## src/sv/wtsc_pkg.sv

```systemverilog
// ----------------------------------------------------------------------------
// wtsc_pkg: shared types and constants of the wave table sound channel
// Field widths, operation and register codes, beat structs, volume scaling.
// ----------------------------------------------------------------------------
package wtsc_pkg;

  localparam int OP_W     = 3;
  localparam int ADDR_W   = 4;
  localparam int DATA_W   = 8;
  localparam int NIB_W    = 4;
  localparam int FREQ_W   = 11;
  localparam int PERIOD_W = 12;
  localparam int POS_W    = 5;
  localparam int LEN_W    = 8;
  localparam int VOL_W    = 3;
  localparam int RAM_ROWS = 32;
  localparam int ROW_W    = $clog2(RAM_ROWS);

  localparam logic [PERIOD_W-1:0] PERIOD_BASE = 12'd2048;

  // operation codes
  localparam logic [OP_W-1:0] OP_TICK   = 3'd0;
  localparam logic [OP_W-1:0] OP_LENGTH = 3'd1;
  localparam logic [OP_W-1:0] OP_REG_RD = 3'd2;
  localparam logic [OP_W-1:0] OP_REG_WR = 3'd3;
  localparam logic [OP_W-1:0] OP_RAM_RD = 3'd4;
  localparam logic [OP_W-1:0] OP_RAM_WR = 3'd5;

  // register indexes
  localparam logic [ADDR_W-1:0] REG_CTRL    = 4'd0;
  localparam logic [ADDR_W-1:0] REG_LENGTH  = 4'd1;
  localparam logic [ADDR_W-1:0] REG_VOLUME  = 4'd2;
  localparam logic [ADDR_W-1:0] REG_FREQ_LO = 4'd3;
  localparam logic [ADDR_W-1:0] REG_FREQ_HI = 4'd4;

  // volume codes
  localparam logic [VOL_W-1:0] VOL_MUTE    = 3'd0;
  localparam logic [VOL_W-1:0] VOL_FULL    = 3'd1;
  localparam logic [VOL_W-1:0] VOL_HALF    = 3'd2;
  localparam logic [VOL_W-1:0] VOL_QUARTER = 3'd3;

  typedef struct packed {
    logic [OP_W-1:0]   operation;
    logic [ADDR_W-1:0] address;
    logic [DATA_W-1:0] write_data;
    logic              master_enable;
  } item_t;

  typedef struct packed {
    logic [NIB_W-1:0]  sample;
    logic [DATA_W-1:0] read_data;
    logic              channel_on;
  } result_t;

  typedef struct packed {
    logic              en;
    logic [ROW_W-1:0]  row;
    logic [DATA_W-1:0] data;
  } ram_wr_t;

  typedef struct packed {
    logic [ROW_W-1:0] byte_row;
    logic [ROW_W-1:0] play_row;
  } ram_rd_addr_t;

  typedef struct packed {
    logic             bank_select;
    logic             play_bank;
    logic [POS_W-1:0] play_position;
  } play_ptr_t;

  // nibble scaled by 0, 1, 1/2, 1/4 or 3/4, rounded down
  function automatic logic [NIB_W-1:0] scale_level(input logic [NIB_W-1:0] nib,
                                                   input logic [VOL_W-1:0] vol);
    logic [NIB_W+1:0] triple;
    logic [NIB_W-1:0] lvl;
    triple = {1'b0, nib, 1'b0} + {2'b00, nib};
    case (vol)
      VOL_MUTE:    lvl = '0;
      VOL_FULL:    lvl = nib;
      VOL_HALF:    lvl = nib >> 1;
      VOL_QUARTER: lvl = nib >> 2;
      default:     lvl = triple[NIB_W+1:2];
    endcase
    return lvl;
  endfunction

endpackage

```

## src/sv/wtsc_ifs.sv

```systemverilog
// ----------------------------------------------------------------------------
// wtsc_ifs: beat channels of the wave table sound channel
// Command channel and result channel, each with source and sink modports.
// ----------------------------------------------------------------------------
interface wtsc_in_if;
  import wtsc_pkg::*;

  logic              valid;
  logic              ready;
  logic [OP_W-1:0]   operation;
  logic [ADDR_W-1:0] address;
  logic [DATA_W-1:0] write_data;
  logic              master_enable;

  modport source (output valid, operation, address, write_data, master_enable,
                  input ready);
  modport sink (input valid, operation, address, write_data, master_enable,
                output ready);
endinterface

interface wtsc_out_if;
  import wtsc_pkg::*;

  logic              valid;
  logic              ready;
  logic [NIB_W-1:0]  sample;
  logic [DATA_W-1:0] read_data;
  logic              channel_on;

  modport source (output valid, sample, read_data, channel_on, input ready);
  modport sink (input valid, sample, read_data, channel_on, output ready);
endinterface

```

## src/sv/wtsc_wave_ram.sv

```systemverilog
// ----------------------------------------------------------------------------
// wtsc_wave_ram: wave sample memory
// 32 bytes, one write port, two registered read ports, per-row valid bits
// so unwritten rows read as zero, and write-to-read bypass.
// ----------------------------------------------------------------------------
module wtsc_wave_ram (
  input  logic                  clk,
  input  logic                  rst_n,
  input  wtsc_pkg::ram_wr_t     wr,
  input  logic                  rd_en,
  input  wtsc_pkg::ram_rd_addr_t rd_addr,
  output logic [wtsc_pkg::DATA_W-1:0] byte_data,
  output logic [wtsc_pkg::DATA_W-1:0] play_data
);
  import wtsc_pkg::*;

  logic [DATA_W-1:0]   mem [RAM_ROWS];
  logic [RAM_ROWS-1:0] valid_r;
  logic [DATA_W-1:0]   byte_q_r;
  logic [DATA_W-1:0]   play_q_r;
  logic [DATA_W-1:0]   wd_r;
  logic                byte_hit_r;
  logic                play_hit_r;
  logic                byte_vld_r;
  logic                play_vld_r;

  always_ff @(posedge clk) begin
    if (wr.en) begin
      mem[wr.row] <= wr.data;
    end
    if (rd_en) begin
      byte_q_r   <= mem[rd_addr.byte_row];
      play_q_r   <= mem[rd_addr.play_row];
      wd_r       <= wr.data;
      byte_hit_r <= wr.en && (wr.row == rd_addr.byte_row);
      play_hit_r <= wr.en && (wr.row == rd_addr.play_row);
      byte_vld_r <= valid_r[rd_addr.byte_row];
      play_vld_r <= valid_r[rd_addr.play_row];
    end
  end

  always_ff @(posedge clk) begin
    if (!rst_n) begin
      valid_r <= '0;
    end else if (wr.en) begin
      valid_r[wr.row] <= 1'b1;
    end
  end

  assign byte_data = byte_hit_r ? wd_r : (byte_vld_r ? byte_q_r : '0);
  assign play_data = play_hit_r ? wd_r : (play_vld_r ? play_q_r : '0);

endmodule

```

## src/sv/wtsc_exec.sv

```systemverilog
// ----------------------------------------------------------------------------
// wtsc_exec: channel state and single-pass beat execution
// Holds the channel registers and computes the next state and result of
// the beat in the input register.
// ----------------------------------------------------------------------------
module wtsc_exec (
  input  logic                        clk,
  input  logic                        rst_n,
  input  logic                        fire,
  input  wtsc_pkg::item_t             item,
  input  logic [wtsc_pkg::DATA_W-1:0] ram_byte,
  input  logic [wtsc_pkg::DATA_W-1:0] play_byte,
  output wtsc_pkg::result_t           result,
  output wtsc_pkg::ram_wr_t           ram_wr,
  output wtsc_pkg::play_ptr_t         ptr_nxt
);
  import wtsc_pkg::*;

  logic                two_bank_r,  two_bank_nxt;
  logic                bank_sel_r,  bank_sel_nxt;
  logic                dac_on_r,    dac_on_nxt;
  logic [LEN_W-1:0]    len_cnt_r,   len_cnt_nxt;
  logic [VOL_W-1:0]    vol_r,       vol_nxt;
  logic [FREQ_W-1:0]   freq_r,      freq_nxt;
  logic                len_en_r,    len_en_nxt;
  logic                chan_en_r,   chan_en_nxt;
  logic [NIB_W-1:0]    level_r,     level_nxt;
  logic [POS_W-1:0]    play_pos_r,  play_pos_nxt;
  logic                play_bank_r, play_bank_nxt;
  logic [NIB_W-1:0]    nibble_r,    nibble_nxt;
  logic [PERIOD_W-1:0] period_r,    period_nxt;

  logic [DATA_W-1:0]   rd_data;
  logic [FREQ_W-1:0]   freq_trig;
  logic [NIB_W-1:0]    fetched;
  logic [DATA_W-1:0]   d;

  assign d         = item.write_data;
  assign freq_trig = {d[2:0], freq_r[7:0]};
  assign fetched   = play_pos_r[0] ? play_byte[NIB_W-1:0] : play_byte[DATA_W-1:NIB_W];

  always_comb begin
    two_bank_nxt  = two_bank_r;
    bank_sel_nxt  = bank_sel_r;
    dac_on_nxt    = dac_on_r;
    len_cnt_nxt   = len_cnt_r;
    vol_nxt       = vol_r;
    freq_nxt      = freq_r;
    len_en_nxt    = len_en_r;
    chan_en_nxt   = chan_en_r;
    level_nxt     = level_r;
    play_pos_nxt  = play_pos_r;
    play_bank_nxt = play_bank_r;
    nibble_nxt    = nibble_r;
    period_nxt    = period_r;
    rd_data       = '0;
    ram_wr.en     = 1'b0;
    ram_wr.row    = {bank_sel_r & item.master_enable, item.address};
    ram_wr.data   = d;
    case (item.operation)
      OP_TICK: begin
        if (period_r != '0) begin
          period_nxt = period_r - 12'd1;
          if (period_r == 12'd1) begin
            period_nxt   = PERIOD_BASE - {1'b0, freq_r};
            nibble_nxt   = fetched;
            play_pos_nxt = play_pos_r + 5'd1;
            if (play_pos_r == '1) begin
              play_bank_nxt = play_bank_r ^ two_bank_r;
            end
          end
        end
        level_nxt = chan_en_r ? scale_level(nibble_nxt, vol_r) : '0;
      end
      OP_LENGTH: begin
        if (chan_en_r && len_en_r) begin
          len_cnt_nxt = len_cnt_r + 8'd1;
          if (len_cnt_r == '1) begin
            chan_en_nxt = 1'b0;
          end
        end
      end
      OP_REG_RD: begin
        unique case (item.address)
          REG_CTRL:    rd_data = {dac_on_r, bank_sel_r, two_bank_r, 5'b0};
          REG_VOLUME:  rd_data = {vol_r, 5'b0};
          REG_FREQ_HI: rd_data = {1'b0, len_en_r, 6'b0};
          default:     rd_data = '0;
        endcase
      end
      OP_REG_WR: begin
        unique case (item.address)
          REG_CTRL: begin
            two_bank_nxt = d[5];
            bank_sel_nxt = d[6];
            dac_on_nxt   = d[7];
            if (!d[7]) begin
              chan_en_nxt = 1'b0;
            end
          end
          REG_LENGTH: begin
            len_cnt_nxt = d;
          end
          REG_VOLUME: begin
            vol_nxt = d[7:5];
          end
          REG_FREQ_LO: begin
            freq_nxt = {freq_r[10:8], d};
          end
          REG_FREQ_HI: begin
            freq_nxt   = freq_trig;
            len_en_nxt = d[6];
            if (d[7]) begin
              chan_en_nxt   = dac_on_r;
              period_nxt    = PERIOD_BASE - {1'b0, freq_trig};
              play_pos_nxt  = '0;
              play_bank_nxt = two_bank_r ? 1'b0 : bank_sel_r;
            end
          end
          default: begin
          end
        endcase
      end
      OP_RAM_RD: begin
        rd_data = ram_byte;
      end
      OP_RAM_WR: begin
        ram_wr.en = fire;
      end
      default: begin
      end
    endcase
  end

  assign result.sample     = level_nxt;
  assign result.read_data  = rd_data;
  assign result.channel_on = chan_en_nxt;

  assign ptr_nxt.bank_select   = fire ? bank_sel_nxt  : bank_sel_r;
  assign ptr_nxt.play_bank     = fire ? play_bank_nxt : play_bank_r;
  assign ptr_nxt.play_position = fire ? play_pos_nxt  : play_pos_r;

  always_ff @(posedge clk) begin
    if (!rst_n) begin
      two_bank_r  <= 1'b0;
      bank_sel_r  <= 1'b0;
      dac_on_r    <= 1'b0;
      len_cnt_r   <= '0;
      vol_r       <= '0;
      freq_r      <= '0;
      len_en_r    <= 1'b0;
      chan_en_r   <= 1'b0;
      level_r     <= '0;
      play_pos_r  <= '0;
      play_bank_r <= 1'b0;
      nibble_r    <= '0;
      period_r    <= '0;
    end else if (fire) begin
      two_bank_r  <= two_bank_nxt;
      bank_sel_r  <= bank_sel_nxt;
      dac_on_r    <= dac_on_nxt;
      len_cnt_r   <= len_cnt_nxt;
      vol_r       <= vol_nxt;
      freq_r      <= freq_nxt;
      len_en_r    <= len_en_nxt;
      chan_en_r   <= chan_en_nxt;
      level_r     <= level_nxt;
      play_pos_r  <= play_pos_nxt;
      play_bank_r <= play_bank_nxt;
      nibble_r    <= nibble_nxt;
      period_r    <= period_nxt;
    end
  end

`ifndef SYNTHESIS
  a_enable_needs_dac: assert property (@(posedge clk) disable iff (!rst_n)
    chan_en_r |-> dac_on_r)
    else $error("channel enabled with dac off");

  a_period_bound: assert property (@(posedge clk) disable iff (!rst_n)
    period_r <= PERIOD_BASE)
    else $error("period counter out of range");

  a_silent_when_off: assert property (@(posedge clk) disable iff (!rst_n)
    (fire && (item.operation == OP_TICK) && !chan_en_r) |=> (level_r == '0))
    else $error("disabled channel produced a nonzero level");
`endif

endmodule

```

## src/sv/wave_table_sound_channel_core.sv

```systemverilog
// path: an accepted command beat goes through the input register and the result register
// throughput: one beat per cycle while the result side does not stall, set by the execute stage
// between the input register and the result register
// reset: synchronous active-low rst_n clears all channel state and the
// wave memory valid bits, so the memory reads as zero until written
// ----------------------------------------------------------------------------
// wave_table_sound_channel_core: wave table sound channel top level
// Input register with memory read, single-pass execute, result register.
// ----------------------------------------------------------------------------
module wave_table_sound_channel_core (
  input  logic            clk,
  input  logic            rst_n,
  wtsc_in_if.sink         in_bus,
  wtsc_out_if.source      out_bus
);
  import wtsc_pkg::*;

  item_t        item_r;
  logic         item_v_r;
  result_t      res_r;
  logic         res_v_r;
  logic         exec_fire;
  logic         in_fire;
  result_t      exec_res;
  ram_wr_t      ram_wr;
  ram_rd_addr_t rd_addr;
  play_ptr_t    ptr_nxt;
  logic [DATA_W-1:0] ram_byte;
  logic [DATA_W-1:0] play_byte;

  assign exec_fire    = item_v_r && (!res_v_r || out_bus.ready);
  assign in_bus.ready = !item_v_r || exec_fire;
  assign in_fire      = in_bus.valid && in_bus.ready;

  // read addresses follow the state left by the beat executing now
  assign rd_addr.byte_row = {ptr_nxt.bank_select & in_bus.master_enable, in_bus.address};
  assign rd_addr.play_row = {ptr_nxt.play_bank, ptr_nxt.play_position[POS_W-1:1]};

  wtsc_wave_ram u_ram (
    .clk       (clk),
    .rst_n     (rst_n),
    .wr        (ram_wr),
    .rd_en     (in_fire),
    .rd_addr   (rd_addr),
    .byte_data (ram_byte),
    .play_data (play_byte)
  );

  wtsc_exec u_exec (
    .clk       (clk),
    .rst_n     (rst_n),
    .fire      (exec_fire),
    .item      (item_r),
    .ram_byte  (ram_byte),
    .play_byte (play_byte),
    .result    (exec_res),
    .ram_wr    (ram_wr),
    .ptr_nxt   (ptr_nxt)
  );

  always_ff @(posedge clk) begin
    if (in_fire) begin
      item_r.operation     <= in_bus.operation;
      item_r.address       <= in_bus.address;
      item_r.write_data    <= in_bus.write_data;
      item_r.master_enable <= in_bus.master_enable;
    end
    if (exec_fire) begin
      res_r <= exec_res;
    end
  end

  always_ff @(posedge clk) begin
    if (!rst_n) begin
      item_v_r <= 1'b0;
      res_v_r  <= 1'b0;
    end else begin
      if (in_fire) begin
        item_v_r <= 1'b1;
      end else if (exec_fire) begin
        item_v_r <= 1'b0;
      end
      if (exec_fire) begin
        res_v_r <= 1'b1;
      end else if (out_bus.ready) begin
        res_v_r <= 1'b0;
      end
    end
  end

  assign out_bus.valid      = res_v_r;
  assign out_bus.sample     = res_r.sample;
  assign out_bus.read_data  = res_r.read_data;
  assign out_bus.channel_on = res_r.channel_on;

`ifndef SYNTHESIS
  a_stalled_beat_held: assert property (@(posedge clk) disable iff (!rst_n)
    (item_v_r && !exec_fire) |=> (item_v_r && $stable(item_r)))
    else $error("stalled beat lost from input register");

  a_exec_fills_result: assert property (@(posedge clk) disable iff (!rst_n)
    exec_fire |=> res_v_r)
    else $error("executed beat missing from result register");

  a_ready_when_empty: assert property (@(posedge clk) disable iff (!rst_n)
    !res_v_r |-> in_bus.ready)
    else $error("input stalled with empty result register");
`endif

endmodule

```

## src/flat_wrapper.sv

```systemverilog
// flat-port wrapper written by rule: the top's interface ports become plain ports
module wave_table_sound_channel_core_flat import wtsc_pkg::*;
  (clk, rst_n, in_bus_valid, in_bus_operation, in_bus_address, in_bus_write_data, in_bus_master_enable, in_bus_ready, out_bus_valid, out_bus_sample, out_bus_read_data, out_bus_channel_on, out_bus_ready);
  wtsc_in_if in_bus_i ();
  wtsc_out_if out_bus_i ();
  input  logic clk;
  input  logic rst_n;
  input wire logic [$bits(in_bus_i.valid)-1:0] in_bus_valid;
  input wire logic [$bits(in_bus_i.operation)-1:0] in_bus_operation;
  input wire logic [$bits(in_bus_i.address)-1:0] in_bus_address;
  input wire logic [$bits(in_bus_i.write_data)-1:0] in_bus_write_data;
  input wire logic [$bits(in_bus_i.master_enable)-1:0] in_bus_master_enable;
  output wire logic [$bits(in_bus_i.ready)-1:0] in_bus_ready;
  output wire logic [$bits(out_bus_i.valid)-1:0] out_bus_valid;
  output wire logic [$bits(out_bus_i.sample)-1:0] out_bus_sample;
  output wire logic [$bits(out_bus_i.read_data)-1:0] out_bus_read_data;
  output wire logic [$bits(out_bus_i.channel_on)-1:0] out_bus_channel_on;
  input wire logic [$bits(out_bus_i.ready)-1:0] out_bus_ready;
  assign in_bus_i.valid = in_bus_valid;
  assign in_bus_i.operation = in_bus_operation;
  assign in_bus_i.address = in_bus_address;
  assign in_bus_i.write_data = in_bus_write_data;
  assign in_bus_i.master_enable = in_bus_master_enable;
  assign in_bus_ready = in_bus_i.ready;
  assign out_bus_valid = out_bus_i.valid;
  assign out_bus_sample = out_bus_i.sample;
  assign out_bus_read_data = out_bus_i.read_data;
  assign out_bus_channel_on = out_bus_i.channel_on;
  assign out_bus_i.ready = out_bus_ready;
  wave_table_sound_channel_core u_core (.clk(clk), .rst_n(rst_n), .in_bus(in_bus_i), .out_bus(out_bus_i));
endmodule
```

## config.mk

```make
export PLATFORM = sky130hd
export DESIGN_NAME = wave_table_sound_channel_core_flat
export DESIGN_NICKNAME = d
export VERILOG_FILES = /design/src/sv/wtsc_pkg.sv /design/src/sv/wtsc_ifs.sv /design/src/sv/wtsc_wave_ram.sv /design/src/sv/wtsc_exec.sv /design/src/sv/wave_table_sound_channel_core.sv /design/src/flat_wrapper.sv
export SDC_FILE = /design/constraint.sdc
export NUM_CORES = 1
export LEC_CHECK = 0
export BUFFER_PORTS_ARGS = -buffer_cell sky130_fd_sc_hd__clkbuf_2
export CELL_PAD_IN_SITES_DETAIL_PLACEMENT = 0
export CELL_PAD_IN_SITES_GLOBAL_PLACEMENT = 2
export CORE_ASPECT_RATIO = 1.4
export CORE_MARGIN = 10
export CORE_UTILIZATION = 40
export CTS_BUF_LIST = sky130_fd_sc_hd__clkbuf_2 sky130_fd_sc_hd__clkbuf_4 sky130_fd_sc_hd__clkbuf_8
export DETAILED_ROUTE_END_ITERATION = 10
export GPL_TIMING_DRIVEN = 0
export PLACE_DENSITY = 0.84
export SYNTH_ARGS = -nofsm -noshare
export SYNTH_HDL_FRONTEND = slang
export SYNTH_SLANG_ARGS = --single-unit
```

## constraint.sdc

```tcl
create_clock -name clk -period 7.92 [get_ports clk]
set_input_delay 0 -clock clk [delete_from_list [all_inputs] [get_ports clk]]
set_output_delay 0 -clock clk [all_outputs]
set_load 0.01 [all_outputs]
```

-- Yosys cells after proc, flatten, opt, wreduce, memory -nomap -nowiden
Memories as Yosys holds them, arrays and structs flattened. A register that Yosys moved wholly into a read port is not among the register bits.
Index checks and enable logic that the tools add are counted.
- bits in registers: 128
- RAM bits: 256
- output and inout bits: 15
- logic and storage cells: 155
- memories: 1
- add/subtract/negate cells: 6
- $lt $le $gt $ge: 4
- equal/unequal tests: 23
- mux-type cells: 58
- bitwise gates (word level): 6
- reductions and logical operators: 27
- memories (memory ; words ; width ; rd ports ; clocked after memory_dff ; write ports ; RTL line ; RTL):
    u_core.u_ram.mem ; 32 ; 8 ; 2 ; 2 ; 1 ; wtsc_wave_ram.sv:17 ; logic [DATA_W-1:0] mem [RAM_ROWS];
- operators with widths (cell ; number):
    2-to-1 mux 12 bit ; 4
    2-to-1 mux 8 bit ; 6
    OR 32 bit ; 1
    case mux 8 bit (2 select lines) ; 2
    2-to-1 mux 5 bit ; 5
    2-to-1 mux 1 bit ; 24
    2-to-1 mux 4 bit ; 6
    case mux 12 bit (2 select lines) ; 1
    case mux 8 bit (3 select lines) ; 1
    subtractor 12 x 11 -> 12 bit, first input constant ; 2
    case mux 11 bit (2 select lines) ; 1
    < comparator 5 x 6 -> 1 bit, second input constant ; 3
    case mux 4 bit (4 select lines) ; 1
    == test 12 x 1 -> 1 bit, second input constant ; 1
    == test 3 x 2 -> 1 bit, second input constant ; 4
    AND reduction 4 bit ; 3
    nonzero test 12 bit ; 1
    subtractor 12 x 1 -> 12 bit, second input constant ; 1
    binary-select mux 1 bit (select 5 bit) ; 2
    == test 5 bit ; 2
    case mux 5 bit (2 select lines) ; 1
    AND reduction 3 bit ; 3
    adder 8 x 1 -> 8 bit, second input constant ; 1
    == test 4 x 2 -> 1 bit, second input constant ; 2
    other kinds (25) ; 46

-- Depth between registers and ports, before layout
- depth in word-level cells: 10
- gate-level depth with buffers: 13
- depth with buffers taken out: 13

-- Cells and area by module
A second synthesis with hierarchy kept.
- cells, all modules: 1224
- area total of the unflattened synthesis: 19382.3 µm²
- by module, submodules not included (module ; instances ; cells each ; area each (µm²) ; seq. area each (µm²)):
    wtsc_wave_ram ; 1 ; 680 ; 14422.6 ; 9168.8
    wtsc_exec ; 1 ; 505 ; 3978.8 ; 1061.0
    wave_table_sound_channel_core ; 1 ; 39 ; 980.9 ; 910.9

-- Worst setup path after synthesis
Ideal clock, no wire load.
- path kind: register to register
- from: reg u_core.u_exec.period_r[4]
- to: reg u_core.res_r, in the netlist u_core.out_bus.sample[2], data pin
- library setup time: 256 ps
- arrival: 3219 ps
- required time: 7664 ps
- path slack: 4444 ps
- cell stages (with the launch flop): 13
- path buffers: 1
- cell sequence: dfxtp_1 > or4_1 > clkbuf_1 > nor4_2 > mux2i_1 > inv_1 > ha_1 > inv_1 > o31ai_1 > a21oi_1 > xor2_1 > nand2_1 > a22o_1
- RTL lines (item ; RTL line ; RTL):
    start: declaration ; wtsc_exec.sv:31 ; logic [PERIOD_W-1:0] period_r, period_nxt;
    start signal: assignment ; wtsc_exec.sv:171 ; period_r <= period_nxt;
    end signal: assignment ; wave_table_sound_channel_core.sv:69 ; res_r <= exec_res;
    end: declaration ; wave_table_sound_channel_core.sv:20 ; result_t res_r;

-- Final worst setup path
- from: reg u_core.u_exec.period_r[4]
- to: reg u_core.u_ram.play_q_r[5] (read register of u_core.u_ram.mem), data pin
- cells in the longest elaborated chain, start to end: 5
- ends and longest elaborated chain (item ; RTL line ; RTL):
    == test 12 x 1 -> 1 bit ; wtsc_exec.sv:64 ; if (period_r == 12'd1) begin
    2-to-1 mux 5 bit or 2-to-1 mux 1 bit (tied branches) ; wtsc_exec.sv:64 ;
    2-to-1 mux 5 bit or 2-to-1 mux 1 bit (tied branches) ; wtsc_exec.sv:62 ; if (period_r != '0) begin
    case mux 5 bit (2 select lines) or case mux 1 bit (2 select lines) (tied branches) ; wtsc_exec.sv:60 ; case (item.operation)
    2-to-1 mux 5 bit or 2-to-1 mux 1 bit (tied branches) ; -- ;
    end: declaration ; wtsc_wave_ram.sv:20 ; logic [DATA_W-1:0] play_q_r;
Parallel ways exist; a longest one is shown, timed or not. The select of a mux whose other input is x is not followed.
A chain may end at the register's enable or synchronous reset.

==> out/qor.yml <==
cells_and_area:
  fin_nets: 1673
  final_cell_area_um2: 22000
  area_delta_synth_final_pct: 13.8
  drive_gt1_share_pct: 17.0
logic_synthesis:
  synthCells: 1519
  synth_top_family_by_area: "multiplexers"
  synth-seq-cells: 400
  avgSynthCellArea_um2: 12.7
  netlist_top_cells_area: "edfxtp_1 49%, mux4_2 11%, dfxtp_1 9.0%"
  synth_fa_ha_area_share_pct: 0.752
  yosys_warnings: 0
  synthMuxAreaShare_pct: 16.8
  synth_top_area_share_pct: 48.7
  synth_seq_area_share_pct: 57.7
  synth_compound_area_share_pct: 8.85
  async_flop_share_pct: 0
  synth-simple-area-share_pct: 11.9
  synth_fp_nets: 1550
  synth.cell_area_um2: 19300
  synthFlopType: "edfxtp_1"
  synth.most_common_cell: "edfxtp_1"
  yosys.area.top_type: "edfxtp_1"
  yosysUniqueCellTypes: 69
  synth_xor_area_share_pct: 1.18
  ys_top_cells_by_count: "313 x edfxtp_1, 193 x nand2_1, 145 x nor2_1"
  synth-edff-count: 313
clocking:
  clk_pin_slew_ns: 0.07
  worstSkewPairLatency_ns: 0.66
  htree_levels: 2
  cts_tree: "done"
  cts.sinks: 400
  root_buffer: "clkbuf_8"
  cts.path.max_buffers: 3
  cts_buffers: 60
grt:
  antenna_found_initial: 1
  grt_max_degree: 42
  grt_pass1_vias: 14200
  grt_pass1_wl_mm: 95.6
  overflow: 0
  grt.total_usage_pct: 22.8
timing:
  slew_violations: 0
  finalClockSkew_ns: 0.0270
  tightest_slew_ns: 1.36
  rsz0062_at_grt: "no"
  setup_violations: 0
  period_share_pct: 62.7
  fin_crit_ns: 4.96
  relSlewSlack_pct: 9.33
  fin_tns_setup_ns: 0
  finalHoldViolations: 0
  max_freq_ghz: 0.201
power_and_ir_drop:
  max-vdd-ir-drop_uv: 160
  power.leakage_nw: 7.01
  power.density_nw_per_um2: 200
place:
  place_hpwl_mm: 46.3
  portBuffers: 33
  postPlaceCellArea_um2: 20400
  gp_congestion: 0.940
worst_setup_path:
  critPathLaunch: "u_core.u_exec.period_r[4]"
  critical_path.top_delay_family: "simple AND/OR/NAND/NOR gates"
  path_max_fanout: 10
  slowest_delay_ns: 0.66
  worst_path_max_delay_cell: "clkbuf_1"
  critPathBufInv: 3
  critPathArrivalTime_ns: 5.34
  path_class: "flop to flop"
  end_kind: "flop"
  reg2reg_from: "u_core.u_exec.period_r[4]"
  rrSetupSlack_ns: 2.96
  crit_required_ns: 8.29
  cp-start-kind: "flop"
  rr_worst_depth: 11
  cp_cell_sequence: "or4_1 -> clkbuf_1 -> nor4_1 -> mux2_2 -> nand2_1 -> buf_2 -> clkbuf_1 -> nand2_1 -> nand4_1 -> nand4_1 -> a221oi_1"
  r2r_end: "u_core.u_ram.play_q_r[5]"
floorplan:
  num_rows: 95
  die_area_um2: 57500
  die-width_um: 206
  io_pins: 35
  core_area_um2: 47900
  initial_core_util_pct: 40.3
  die_y_um: 280
route:
  vias: 14000
  wl_per_cell_um: 28.6
  drcViolationCount: 0
  via_per_inst: 6.03
  ant_nets: 0
  drtPass1Iterations: 5
  drt-total-wl_mm: 66.4
  drt-initial-drc-count: 1512
hold_path:
  holdCritStartpoint: "in_bus_write_data[0]"
  hold_path_depth: 2
  whs_endpoint: "u_core.item_r[1]"
  hp-class: "input pin to flop"
run_status:
  outcome: "completed"
flow_run:
  cap_violations: 0
## metrics by stage
| stage | power (W) | std cells | util (%) | setup slack, ns | hold slack, ns |
|---|---|---|---|---|---|
| after floorplan | 0.00248 | 1519 | - | 4.44 | 0.0989 |
| after global placement | 0.00256 | 2182 | 42.3 | 3.00 | 0.178 |
| after detailed placement | 0.00257 | 2187 | 42.5 | 3.01 | 0.179 |
| after CTS | 0.00440 | 2320 | 45.7 | 3.01 | 0.0269 |
| after global routing | 0.00451 | 2324 | 45.9 | 2.88 | 0.0585 |
| final | 0.00440 | 2324 | 45.9 | 2.96 | 0.0621 |
## per-layer routing
layer  routed length (um)  up-vias  global-route usage, %
met1                24200     7055                   26.2
met2                33600      688                   39.5
li1                     -     6101                      -
met4                 3970        0                   12.8
met3                 4590      169                   3.58
met5                    0        -                      0
## layout make-up
cell class / count / area [um2]
multi-input cells: 997 / 7630
clock inverters: 27 / 249
clock buffers: 86 / 1050
plain buffers: 102 / 448
diodes: 1 / 2.50
well taps: 630 / 788
inverters: 20 / 75.1
fillers: 4353 / 25900
flip-flops and latches: 400 / 11100
repair buffers: 61 / 578
## state kept, by name, summed over array words and instances, names as in the netlist, 5 cells and up
name                      cells
u_core.u_ram.wd_r             8
u_core.u_ram.byte_q_r         8
u_core.u_ram.valid_r         32
u_core.out_bus.read_data      8
u_core.u_exec.len_cnt_r       8
u_core.u_exec.play_pos_r      5
u_core.u_exec.freq_r         11
u_core.item_r                16
u_core.u_ram.mem            256
u_core.u_ram.play_q_r         8
u_core.u_exec.period_r       12
## cells by family (layout without fill, tap and decap cells)
family | after synthesis | in the layout
simple gates | 504 | 504
flops | 400 | 400
compound gates | 246 | 246
mux | 210 | 210
buf+inv | 122 | 296
xor+xnor | 26 | 26
fa+ha+maj | 11 | 11
other cells | 0 | 1
## how the worst max path moves through the flow
stage,to,slack [ns],cells after the start
finish,u_core.u_ram.play_q_r[5],2.96,11
global route,u_core.u_ram.play_q_r[5],2.88,12
CTS,u_core.u_ram.play_q_r[5],3.01,11
detailed placement,u_core.u_ram.play_q_r[5],3.01,11
global placement,u_core.u_ram.play_q_r[5],3.00,11
floorplan,u_core.out_bus.sample[2],4.44,12
## timing repair
item,CTS,global route
buffers inserted,0,0
gates resized for setup,0,0
hold endpoints to repair,27,0
setup endpoints to repair,0,0
hold buffers,20,0
## where the power goes
group          internal [W]  switching [W]  total (W)  leakage (nW)
Clock               0.00102       0.000833    0.00185         0.693
Combinational     0.0000954       0.000141   0.000237          2.75
Sequential          0.00228      0.0000252    0.00231          3.56
Total               0.00340        0.00100    0.00440          7.01
## layout by cell type (no fill, tap or decap), drive strengths merged, types with 13 or more instances in the layout
| cell | Yosys | layout |
|---|---|---|
| a32oi | 17 | 17 |
| nand3 | 43 | 43 |
| nand2 | 194 | 194 |
| a22oi | 14 | 14 |
| clkbuf | 71 | 190 |
| clkinv | 0 | 21 |
| o22ai | 24 | 24 |
| nand4 | 29 | 29 |
| nor2 | 147 | 147 |
| a21oi | 59 | 59 |
| buf | 31 | 39 |
| nor2b | 19 | 19 |
| o21ai | 39 | 39 |
| nor3 | 15 | 15 |
| mux2i | 106 | 106 |
| mux4 | 90 | 90 |
| nor4 | 13 | 13 |
| a211oi | 30 | 30 |
| dfxtp | 87 | 87 |
| dlygate4sd3 | 0 | 20 |
| xnor2 | 17 | 17 |
| edfxtp | 313 | 313 |
| mux2 | 14 | 14 |
| inv | 20 | 21 |
Note: power is estimated with default switching activity, not from simulation.
